===== src/rtl/pcrs_pkg.sv =====
// ----------------------------------------------------------------------------
// pcrs_pkg
// Shared types and codes of the peer connect retry scheduler.
// ----------------------------------------------------------------------------
package pcrs_pkg;

    localparam int unsigned TableDepth = 16;
    localparam int unsigned MaxResults = 16;
    localparam int unsigned AddrW      = 48;
    localparam int unsigned TimeW      = 32;
    localparam int unsigned RetryW     = 4;
    localparam int unsigned LimitW     = 10;
    localparam int unsigned DelayW     = 16;
    localparam int unsigned CfgIdxW    = 2;
    localparam int unsigned CfgDataW   = 16;

    localparam logic [1:0] CMD_ADD     = 2'd0;
    localparam logic [1:0] CMD_SUCCESS = 2'd1;
    localparam logic [1:0] CMD_FAILURE = 2'd2;
    localparam logic [1:0] CMD_TICK    = 2'd3;

    localparam logic [2:0] ST_OK        = 3'd0;
    localparam logic [2:0] ST_KNOWN     = 3'd1;
    localparam logic [2:0] ST_FULL      = 3'd2;
    localparam logic [2:0] ST_NOT_FOUND = 3'd3;
    localparam logic [2:0] ST_REMOVED   = 3'd4;

    localparam logic [CfgIdxW-1:0] REG_LOCAL_LIMIT  = 2'd0;
    localparam logic [CfgIdxW-1:0] REG_GLOBAL_LIMIT = 2'd1;
    localparam logic [CfgIdxW-1:0] REG_RETRY_DELAY  = 2'd2;
    localparam logic [CfgIdxW-1:0] REG_RETRY_LIMIT  = 2'd3;

    localparam logic [RetryW-1:0] RetryMax = 4'd15;

    typedef struct packed {
        logic [AddrW-1:0]  addr;
        logic              connecting;
        logic [RetryW-1:0] retries;
        logic [TimeW-1:0]  retry_time;
    } t_entry;

endpackage


===== src/rtl/peer_connect_retry_scheduler_top.sv =====
// ----------------------------------------------------------------------------
// peer_connect_retry_scheduler_top
// Sorted peer table with add, success, failure and schedule tick commands.
// ----------------------------------------------------------------------------
// A command is taken when start is high and busy is low; results follow on
// o_strobe, one per cycle at most, and o_last marks the final one. The table
// lives in one ram with a registered read, so every table step is a read
// state followed by a check or write state. An add, success or failure
// searches from slot 0, a slot per step; an add then shifts the tail of the
// table down one slot per step to insert, and a success or a failure that
// removes the peer shifts the entries behind it up. A tick reads and checks
// each slot it scans and closes with a flush state. Results cannot be held
// off by the receiver.
module peer_connect_retry_scheduler_top #(
    parameter int unsigned TABLE_DEPTH = pcrs_pkg::TableDepth
) (
    input  logic                           i_clk,
    input  logic                           i_rst_n,
    input  logic                           start,
    output logic                           busy,
    input  logic [1:0]                     i_cmd,
    input  logic [pcrs_pkg::AddrW-1:0]     i_peer_address,
    input  logic [pcrs_pkg::LimitW-1:0]    i_local_connections,
    input  logic [pcrs_pkg::LimitW-1:0]    i_global_connections,
    input  logic [pcrs_pkg::TimeW-1:0]     i_now_time,
    input  logic                           i_cfg_we,
    input  logic [pcrs_pkg::CfgIdxW-1:0]   i_cfg_idx,
    input  logic [pcrs_pkg::CfgDataW-1:0]  i_cfg_data,
    output logic                           o_strobe,
    output logic                           o_connect_valid,
    output logic [pcrs_pkg::AddrW-1:0]     o_connect_address,
    output logic [2:0]                     o_status,
    output logic                           o_last
);
    import pcrs_pkg::*;

    localparam int unsigned IW = $clog2(TABLE_DEPTH);
    localparam int unsigned CW = $clog2(TABLE_DEPTH + 1);
    localparam int unsigned NW = $clog2(MaxResults + 1);
    localparam logic [CW-1:0] Depth = CW'(TABLE_DEPTH);
    localparam logic [NW-1:0] MaxRes = NW'(MaxResults);

    typedef enum logic [8:0] {
        S_IDLE  = 9'b000000001,
        S_RD    = 9'b000000010,
        S_CHK   = 9'b000000100,
        S_SH_RD = 9'b000001000,
        S_SH_WR = 9'b000010000,
        S_INS   = 9'b000100000,
        S_RM_RD = 9'b001000000,
        S_RM_WR = 9'b010000000,
        S_FLUSH = 9'b100000000
    } t_state;

    t_state r_state, n_state;
    logic [LimitW-1:0] r_local_limit, r_global_limit;
    logic [DelayW-1:0] r_retry_delay;
    logic [RetryW-1:0] r_retry_limit;
    logic [CW-1:0] r_used, n_used, r_idx, n_idx, r_pos, n_pos;
    logic [1:0] r_cmd, n_cmd;
    logic [AddrW-1:0] r_addr, n_addr, r_pend_addr, n_pend_addr;
    logic [TimeW-1:0] r_now, n_now;
    logic [LimitW-1:0] r_free, n_free;
    logic [NW-1:0] r_cnt, n_cnt;
    logic r_pend, n_pend;
    logic [2:0] r_hold, n_hold;
    logic r_strobe, n_strobe, r_cv, n_cv, r_last, n_last;
    logic [AddrW-1:0] r_oaddr, n_oaddr;
    logic [2:0] r_ostatus, n_ostatus;

    logic wr_en, rd_en;
    logic [IW-1:0] wr_addr, rd_addr;
    t_entry wr_data, rd_data, new_entry;
    logic [LimitW-1:0] ls, gs;
    logic [RetryW-1:0] inc;
    logic [TimeW:0] tsum;
    logic elig, cont;
    logic [CW-1:0] idx_p1, idx_p2, idx_m1;
    logic [LimitW-1:0] free_nx;
    logic [NW-1:0] cnt_nx;

    pcrs_ram #(.WIDTH($bits(t_entry)), .DEPTH(TABLE_DEPTH)) u_ram (
        .i_clk    (i_clk),
        .i_wr_en  (wr_en),
        .i_wr_addr(wr_addr),
        .i_wr_data(wr_data),
        .i_rd_en  (rd_en),
        .i_rd_addr(rd_addr),
        .o_rd_data(rd_data)
    );

    assign busy = (r_state != S_IDLE);
    assign o_strobe = r_strobe;
    assign o_connect_valid = r_cv;
    assign o_connect_address = r_oaddr;
    assign o_status = r_ostatus;
    assign o_last = r_last;

    assign ls = r_local_limit - i_local_connections;
    assign gs = r_global_limit - i_global_connections;
    assign idx_p1 = r_idx + CW'(1);
    assign idx_p2 = r_idx + CW'(2);
    assign idx_m1 = r_idx - CW'(1);
    assign inc = (rd_data.retries < RetryMax) ? rd_data.retries + RetryW'(1) : RetryMax;
    assign tsum = {1'b0, r_now} + {{(TimeW + 1 - DelayW){1'b0}}, r_retry_delay};
    assign elig = !rd_data.connecting && (rd_data.retry_time <= r_now);
    assign free_nx = elig ? r_free - LimitW'(1) : r_free;
    assign cnt_nx = elig ? r_cnt + NW'(1) : r_cnt;
    assign cont = (idx_p1 < r_used) && (free_nx != '0) && (cnt_nx != MaxRes);

    always_comb begin
        new_entry = '0;
        new_entry.addr = r_addr;
    end

    always_comb begin
        n_state = r_state;
        n_used = r_used;
        n_idx = r_idx;
        n_pos = r_pos;
        n_cmd = r_cmd;
        n_addr = r_addr;
        n_now = r_now;
        n_free = r_free;
        n_cnt = r_cnt;
        n_pend = r_pend;
        n_pend_addr = r_pend_addr;
        n_hold = r_hold;
        n_strobe = 1'b0;
        n_cv = 1'b0;
        n_oaddr = '0;
        n_ostatus = ST_OK;
        n_last = 1'b1;
        wr_en = 1'b0;
        wr_addr = r_idx[IW-1:0];
        wr_data = rd_data;
        rd_en = 1'b0;
        rd_addr = r_idx[IW-1:0];
        case (r_state)
            S_IDLE: begin
                if (start) begin
                    n_cmd = i_cmd;
                    n_addr = i_peer_address;
                    n_now = i_now_time;
                    n_idx = '0;
                    n_pos = '0;
                    n_cnt = '0;
                    n_pend = 1'b0;
                    case (i_cmd)
                        CMD_TICK: begin
                            if (i_local_connections < r_local_limit &&
                                i_global_connections < r_global_limit) begin
                                n_free = (ls < gs) ? ls : gs;
                            end else begin
                                n_free = '0;
                            end
                            n_state = (r_used == '0 || n_free == '0) ? S_FLUSH : S_RD;
                        end
                        CMD_ADD: begin
                            n_state = (r_used == '0) ? S_INS : S_RD;
                        end
                        default: begin
                            if (r_used == '0) begin
                                n_strobe = 1'b1;
                                n_ostatus = ST_NOT_FOUND;
                            end else begin
                                n_state = S_RD;
                            end
                        end
                    endcase
                end
            end
            S_RD: begin
                rd_en = 1'b1;
                n_state = S_CHK;
            end
            S_CHK: begin
                if (r_cmd == CMD_TICK) begin
                    if (elig) begin
                        wr_en = 1'b1;
                        wr_data.connecting = 1'b1;
                        if (r_pend) begin
                            n_strobe = 1'b1;
                            n_cv = 1'b1;
                            n_oaddr = r_pend_addr;
                            n_last = 1'b0;
                        end
                        n_pend = 1'b1;
                        n_pend_addr = rd_data.addr;
                    end
                    n_free = free_nx;
                    n_cnt = cnt_nx;
                    if (cont) begin
                        n_idx = idx_p1;
                        n_state = S_RD;
                    end else begin
                        n_state = S_FLUSH;
                    end
                end else if (rd_data.addr == r_addr) begin
                    n_pos = r_idx;
                    if (r_cmd == CMD_ADD) begin
                        n_strobe = 1'b1;
                        n_ostatus = ST_KNOWN;
                        n_state = S_IDLE;
                    end else if (r_cmd == CMD_FAILURE && inc < r_retry_limit) begin
                        wr_en = 1'b1;
                        wr_data.connecting = 1'b0;
                        wr_data.retries = inc;
                        wr_data.retry_time = tsum[TimeW] ? '1 : tsum[TimeW-1:0];
                        n_strobe = 1'b1;
                        n_state = S_IDLE;
                    end else begin
                        n_hold = (r_cmd == CMD_FAILURE) ? ST_REMOVED : ST_OK;
                        if (idx_p1 == r_used) begin
                            n_used = r_used - CW'(1);
                            n_strobe = 1'b1;
                            n_ostatus = n_hold;
                            n_state = S_IDLE;
                        end else begin
                            n_state = S_RM_RD;
                        end
                    end
                end else if (rd_data.addr < r_addr && idx_p1 != r_used) begin
                    n_idx = idx_p1;
                    n_state = S_RD;
                end else begin
                    n_pos = (rd_data.addr < r_addr) ? r_used : r_idx;
                    n_idx = r_used;
                    if (r_cmd != CMD_ADD) begin
                        n_strobe = 1'b1;
                        n_ostatus = ST_NOT_FOUND;
                        n_state = S_IDLE;
                    end else if (r_used == Depth) begin
                        n_strobe = 1'b1;
                        n_ostatus = ST_FULL;
                        n_state = S_IDLE;
                    end else begin
                        n_state = (n_pos == r_used) ? S_INS : S_SH_RD;
                    end
                end
            end
            S_SH_RD: begin
                rd_en = 1'b1;
                rd_addr = idx_m1[IW-1:0];
                n_state = S_SH_WR;
            end
            S_SH_WR: begin
                wr_en = 1'b1;
                n_idx = idx_m1;
                n_state = (idx_m1 == r_pos) ? S_INS : S_SH_RD;
            end
            S_INS: begin
                wr_en = 1'b1;
                wr_addr = r_pos[IW-1:0];
                wr_data = new_entry;
                n_used = r_used + CW'(1);
                n_strobe = 1'b1;
                n_state = S_IDLE;
            end
            S_RM_RD: begin
                rd_en = 1'b1;
                rd_addr = idx_p1[IW-1:0];
                n_state = S_RM_WR;
            end
            S_RM_WR: begin
                wr_en = 1'b1;
                if (idx_p2 == r_used) begin
                    n_used = r_used - CW'(1);
                    n_strobe = 1'b1;
                    n_ostatus = r_hold;
                    n_state = S_IDLE;
                end else begin
                    n_idx = idx_p1;
                    n_state = S_RM_RD;
                end
            end
            S_FLUSH: begin
                n_strobe = 1'b1;
                n_cv = r_pend;
                n_oaddr = r_pend ? r_pend_addr : '0;
                n_state = S_IDLE;
            end
            default: begin
                n_state = S_IDLE;
            end
        endcase
    end

    always_ff @(posedge i_clk) begin
        if (!i_rst_n) begin
            r_state <= S_IDLE;
            r_used <= '0;
            r_strobe <= 1'b0;
            r_local_limit <= LimitW'(50);
            r_global_limit <= LimitW'(200);
            r_retry_delay <= DelayW'(180);
            r_retry_limit <= RetryW'(3);
        end else begin
            r_state <= n_state;
            r_used <= n_used;
            r_strobe <= n_strobe;
            if (i_cfg_we) begin
                case (i_cfg_idx)
                    REG_LOCAL_LIMIT:  r_local_limit <= i_cfg_data[LimitW-1:0];
                    REG_GLOBAL_LIMIT: r_global_limit <= i_cfg_data[LimitW-1:0];
                    REG_RETRY_DELAY:  r_retry_delay <= i_cfg_data[DelayW-1:0];
                    REG_RETRY_LIMIT:  r_retry_limit <= i_cfg_data[RetryW-1:0];
                    default: begin
                    end
                endcase
            end
        end
    end

    always_ff @(posedge i_clk) begin
        r_idx <= n_idx;
        r_pos <= n_pos;
        r_cmd <= n_cmd;
        r_addr <= n_addr;
        r_now <= n_now;
        r_free <= n_free;
        r_cnt <= n_cnt;
        r_pend <= n_pend;
        r_pend_addr <= n_pend_addr;
        r_hold <= n_hold;
        r_cv <= n_cv;
        r_oaddr <= n_oaddr;
        r_ostatus <= n_ostatus;
        r_last <= n_last;
    end

    a_used_bound: assert property (@(posedge i_clk) disable iff (!i_rst_n)
        r_used <= Depth) else $error("table count beyond depth");

    a_accept_busy: assert property (@(posedge i_clk) disable iff (!i_rst_n)
        start && !busy && (i_cmd == CMD_TICK) |=> busy)
        else $error("tick not taken");

    a_more_follow: assert property (@(posedge i_clk) disable iff (!i_rst_n)
        o_strobe && !o_last |-> busy) else $error("result chain cut short");

    a_req_status: assert property (@(posedge i_clk) disable iff (!i_rst_n)
        o_strobe && o_connect_valid |-> o_status == ST_OK)
        else $error("connect request with bad status");

    a_idle_addr: assert property (@(posedge i_clk) disable iff (!i_rst_n)
        o_strobe && !o_connect_valid |-> o_connect_address == '0)
        else $error("address on non-request result");
endmodule


===== src/rtl/pcrs_ram.sv =====
// ----------------------------------------------------------------------------
// pcrs_ram
// Generic simple dual port ram, one write and one registered read port.
// ----------------------------------------------------------------------------
module pcrs_ram #(
    parameter int unsigned WIDTH = 8,
    parameter int unsigned DEPTH = 16
) (
    input  logic                     i_clk,
    input  logic                     i_wr_en,
    input  logic [$clog2(DEPTH)-1:0] i_wr_addr,
    input  logic [WIDTH-1:0]         i_wr_data,
    input  logic                     i_rd_en,
    input  logic [$clog2(DEPTH)-1:0] i_rd_addr,
    output logic [WIDTH-1:0]         o_rd_data
);
    logic [WIDTH-1:0] r_mem [DEPTH];
    logic [WIDTH-1:0] r_rd_data;

    always_ff @(posedge i_clk) begin
        if (i_wr_en) begin
            r_mem[i_wr_addr] <= i_wr_data;
        end
        if (i_rd_en) begin
            r_rd_data <= r_mem[i_rd_addr];
        end
    end

    assign o_rd_data = r_rd_data;
endmodule


===== config.mk =====
export PLATFORM = sky130hd
export DESIGN_NAME = peer_connect_retry_scheduler_top
export DESIGN_NICKNAME = d
export VERILOG_FILES = /design/src/rtl/pcrs_pkg.sv /design/src/rtl/peer_connect_retry_scheduler_top.sv /design/src/rtl/pcrs_ram.sv
export SDC_FILE = /design/constraint.sdc
export NUM_CORES = 2
export LEC_CHECK = 0
export BUFFER_PORTS_ARGS = -buffer_cell sky130_fd_sc_hd__buf_4
export CORE_ASPECT_RATIO = 1.2
export CORE_MARGIN = 1.5
export CORE_UTILIZATION = 28
export CTS_CLUSTER_SIZE = 8
export DETAILED_ROUTE_END_ITERATION = 6
export SLEW_MARGIN = 20
export SYNTH_ARGS = -nofsm -noshare
export SYNTH_HDL_FRONTEND = slang
export SYNTH_SLANG_ARGS = --single-unit

===== constraint.sdc =====
create_clock -name i_clk -period 11.2 [get_ports i_clk]
set_input_delay 1.68 -clock i_clk [delete_from_list [all_inputs] [get_ports i_clk]]
set_output_delay 1.68 -clock i_clk [all_outputs]
set_load 0.005 [all_outputs]

==> key figures <==
Placement
  – Routability cong.: 0.854
  – Number of placed instances, taps included: 8090
  – Standard cell area after detailed placement: 0.0771 sq mm
  – Post-Place Setup Slack: 5.28 ns
  – Port bufs: 178
  – Detailed placer's ending HPWL: 114000 um

Setup path
  – CP max-delay cell: sky130_fd_sc_hd__buf_4
  – Most used cell along the critical path: sky130_fd_sc_hd__buf_4
  – Kind of critical path: register to register
  – Worst-path fanout max: 37
  – WP data arrival: 6.32 ns
  – Worst Setup Start Kind: register
  – Delay of the slowest cell on the worst path: 0.75 ns
  – Setup crit end kind: register
  – Critical Path RT: 11.64 ns
  – Cell breakdown of the critical path: ha_1 -> nand4_1 -> or3_4 -> or4_4 -> nor4_1 -> buf_4 -> nand4_1 -> nor2_2 -> or4_1 -> nand2_1 -> nor2_4 -> buf_4 -> buf_4

Power and ir drop
  – Internal portion of total power: 11.2 mW
  – Peak supply drop: 0.000171 V
  – Switching pwr: 3.14 mW
  – Power, Total: 14.3 mW
  – Clock power frac: 0.455
  – Sequential cell fraction of total power: 0.488
  – Combinational fraction of design power: 0.057
  – Total power per unit cell area: 171 mW/mm^2
  – Sw Ratio: 0.219
  – Static leakage: 31.9 nW

Synth
  – Area share of the largest cell type after synthesis: 0.674
  – Async S/R FF share, synth: 0
  – Average instance area after synthesis: 15.3 sq um
  – Sequential share of the synthesized area: 0.704
  – Number of enable flip-flop cells after synthesis: 1602
  – Number of cells produced by synthesis: 4668
  – Top post-synthesis cells by area: sky130_fd_sc_hd__edfxtp_1, sky130_fd_sc_hd__mux2i_1, sky130_fd_sc_hd__dfxtp_1, sky130_fd_sc_hd__mux2_2, sky130_fd_sc_hd__ha_1
  – Leading cell types by count after synthesis: sky130_fd_sc_hd__edfxtp_1, sky130_fd_sc_hd__mux2i_1, sky130_fd_sc_hd__a21oi_1
  – Total nets after synthesis: 4942
  – Most numerous cell in the Yosys netlist: sky130_fd_sc_hd__edfxtp_1
  – Yosys top cell by area: sky130_fd_sc_hd__edfxtp_1
  – Number of unique standard cell types used by synthesis: 67
  – Flops & latches, synth: 1710
  – Primary flip-flop cell chosen by synthesis mapping: sky130_fd_sc_hd__edfxtp_1
  – Yosys warning count: 0
  – Netlist area before placement: 0.0714 sq mm

Finish
  – Final non-filler cell total: 8444
  – Register area: 0.0503 sq mm
  – Filler cell count in the final layout: 24200
  – Post-Layout Inst Area: 0.0839 sq mm
  – Footprint of the multi-input gates: 0.0199 sq mm
  – Fraction of final layout cells with drive strength greater than 1: 0.154
  – Area growth from synthesis to layout: 17.6%
  – Share of the core filled with cells: 0.332
  – Final-stage net count: 5236

STA
  – Number of setup violations in the final report: 0
  – Setup repair after global routing missed its margin: no
  – Final setup margin: 5.32 ns
  – Max-slew violation total from the final report: 0
  – Headroom to the max-slew limit: 0.226
  – Fin crit period: 5.88 ns
  – Total negative slack for setup checks: 0 ns
  – Number of hold-slack violations in the final timing report: 0
  – Worst slack on hold paths: 0.446 ns
  – Final setup skew: 0.0700 ns
  – Fmax achieved: 0.170 GHz
  – Worst slew pin tran: 1.16 ns
  – Final critical-path share of the clock period: 0.525

Clocking
  – CTS HTree Levels: 4
  – Clk_lat worst skew: 0.87 ns
  – Clock transition at the register clock pins on the worst setup and hold paths after CTS: 0.05 ns
  – CTS tree: yes
  – Worst-case clock buffer depth: 3
  – Post-CTS setup buffer count: 0
  – Post-CTS Hold Buffers: 0
  – Root Buffer: sky130_fd_sc_hd__clkbuf_16
  – Post-cts gate resize count: 0
  – Number of clock sinks seen by CTS: 1710
  – Cts bufs inserted: 235

Floorplan
  – Core ar.: 0.253 sq mm
  – Overall die area: 0.258 sq mm
  – I/O pin cnt: 179
  – Overall die height: 556 um
  – Number of core rows: 202
  – Initial cell density of the core: 0.282
  – Width of the die: 464 um

GRT
  – Global-route wire length before repair: 275000 um
  – Number of antenna violations at the first check in global routing: 13
  – Vias in the first global route: 40600
  – Pin count of the biggest net entering global routing: 171
  – Global route overflow: 0
  – Overall global routing resource usage: 0.142

Outcome
  – Status: finished, final reports clean

Route
  – Pre-antenna DRT Iters: 6
  – Detailed-route vias per instance: 4.81
  – Vias: 40600
  – Violation count after the first detailed-route iteration: 3801
  – Total DRC errors in the routed layout: 0
  – Antenna Violating Nets Remaining: 0
  – Avg WL per Cell: 22.4 um
  – Detailed-route wire length: 189000 um

Hold path
  – Worst Hold Class: register to register

Job
  – Max-cap violations: 0
-- power groups by stage --
stage / registers, mW / clock network, mW / logic (mW)
finish: 6.99 / 6.51 / 0.815
detailed placement: 7.11 / 0 / 0.809
global route: 6.99 / 6.90 / 0.880
CTS: 6.99 / 6.64 / 0.815
floorplan: 7.10 / 0 / 0.544
global placement: 7.11 / 0 / 0.804
-- state kept, by name, indices dropped and copies added (netlist names), 9 cells and up --
name / flops
u_ram.o_rd_data: 85
r_free: 10
r_local_limit: 10
r_now: 32
r_global_limit: 10
r_pend_addr: 48
u_ram.r_mem: 1360
r_state: 9
r_addr: 48
o_connect_address: 48
r_retry_delay: 16
-- cells by family (layout without fill, tap and decap cells) --
family	Yosys count	in the layout	share of synthesized area
flops	1710	1710	0.704
mux	872	872	0.125
simple gates	775	775	0.0504
compound gates	703	703	0.0617
buf+inv	376	779	0.0216
fa+ha+maj	150	150	0.0267
xor+xnor	82	82	0.0101
other cells	0	7	0
-- critical path: cells and delay by family (launching register included) --
family	cells	cell delay, ns
and+or+nand+nor	9	3.06
adders and majority gates	1	0.33
buffers and inverters	3	1.57
DFF	1	0.43
-- placed cells by master (no fill, tap or decap), drive strengths merged, types with 146 or more instances in the layout --
cell | synthesis | routed
a21oi | 277 | 277
buf | 94 | 282
clkbuf | 131 | 331
edfxtp | 1602 | 1602
ha | 146 | 146
inv | 151 | 153
mux2 | 174 | 174
mux2i | 698 | 698
nand2 | 220 | 220
nor2 | 263 | 263
-- area by class of cell --
class / count / share of cell area
Sequential cell: 1710 / 0.599
Multi-Input combinational cell: 2582 / 0.237
Clock buffer: 331 / 0.0759
Tap cell: 3366 / 0.0502
Timing Repair Buffer: 282 / 0.0269
Inverter: 151 / 0.00681
Clock inverter: 15 / 0.00398
Antenna cell: 7 / 0.000209
-- worst paths after layout --
path                             from                   end  slack, ns  cells past startpoint
hold reg to reg        r_pend_addr[2]  o_connect_address[2]       0.45                      1
hold / removal         r_pend_addr[2]  o_connect_address[2]       0.45                      1
setup reg to reg  u_ram.o_rd_data[81]   u_ram.r_mem[15][58]       5.32                     13
setup / recovery  u_ram.o_rd_data[81]   u_ram.r_mem[15][58]       5.32                     13
-- metal layers --
| layer | GRT usage | routed length, um |
|---|---|---|
| met1 | 0.192 | 84100 |
| met2 | 0.234 | 90300 |
| met3 | 0.0244 | 10400 |
| met4 | 0.0403 | 4360 |
| met5 | 0 | 34 |
No activity file was read; power rests on OpenSTA's default activity.
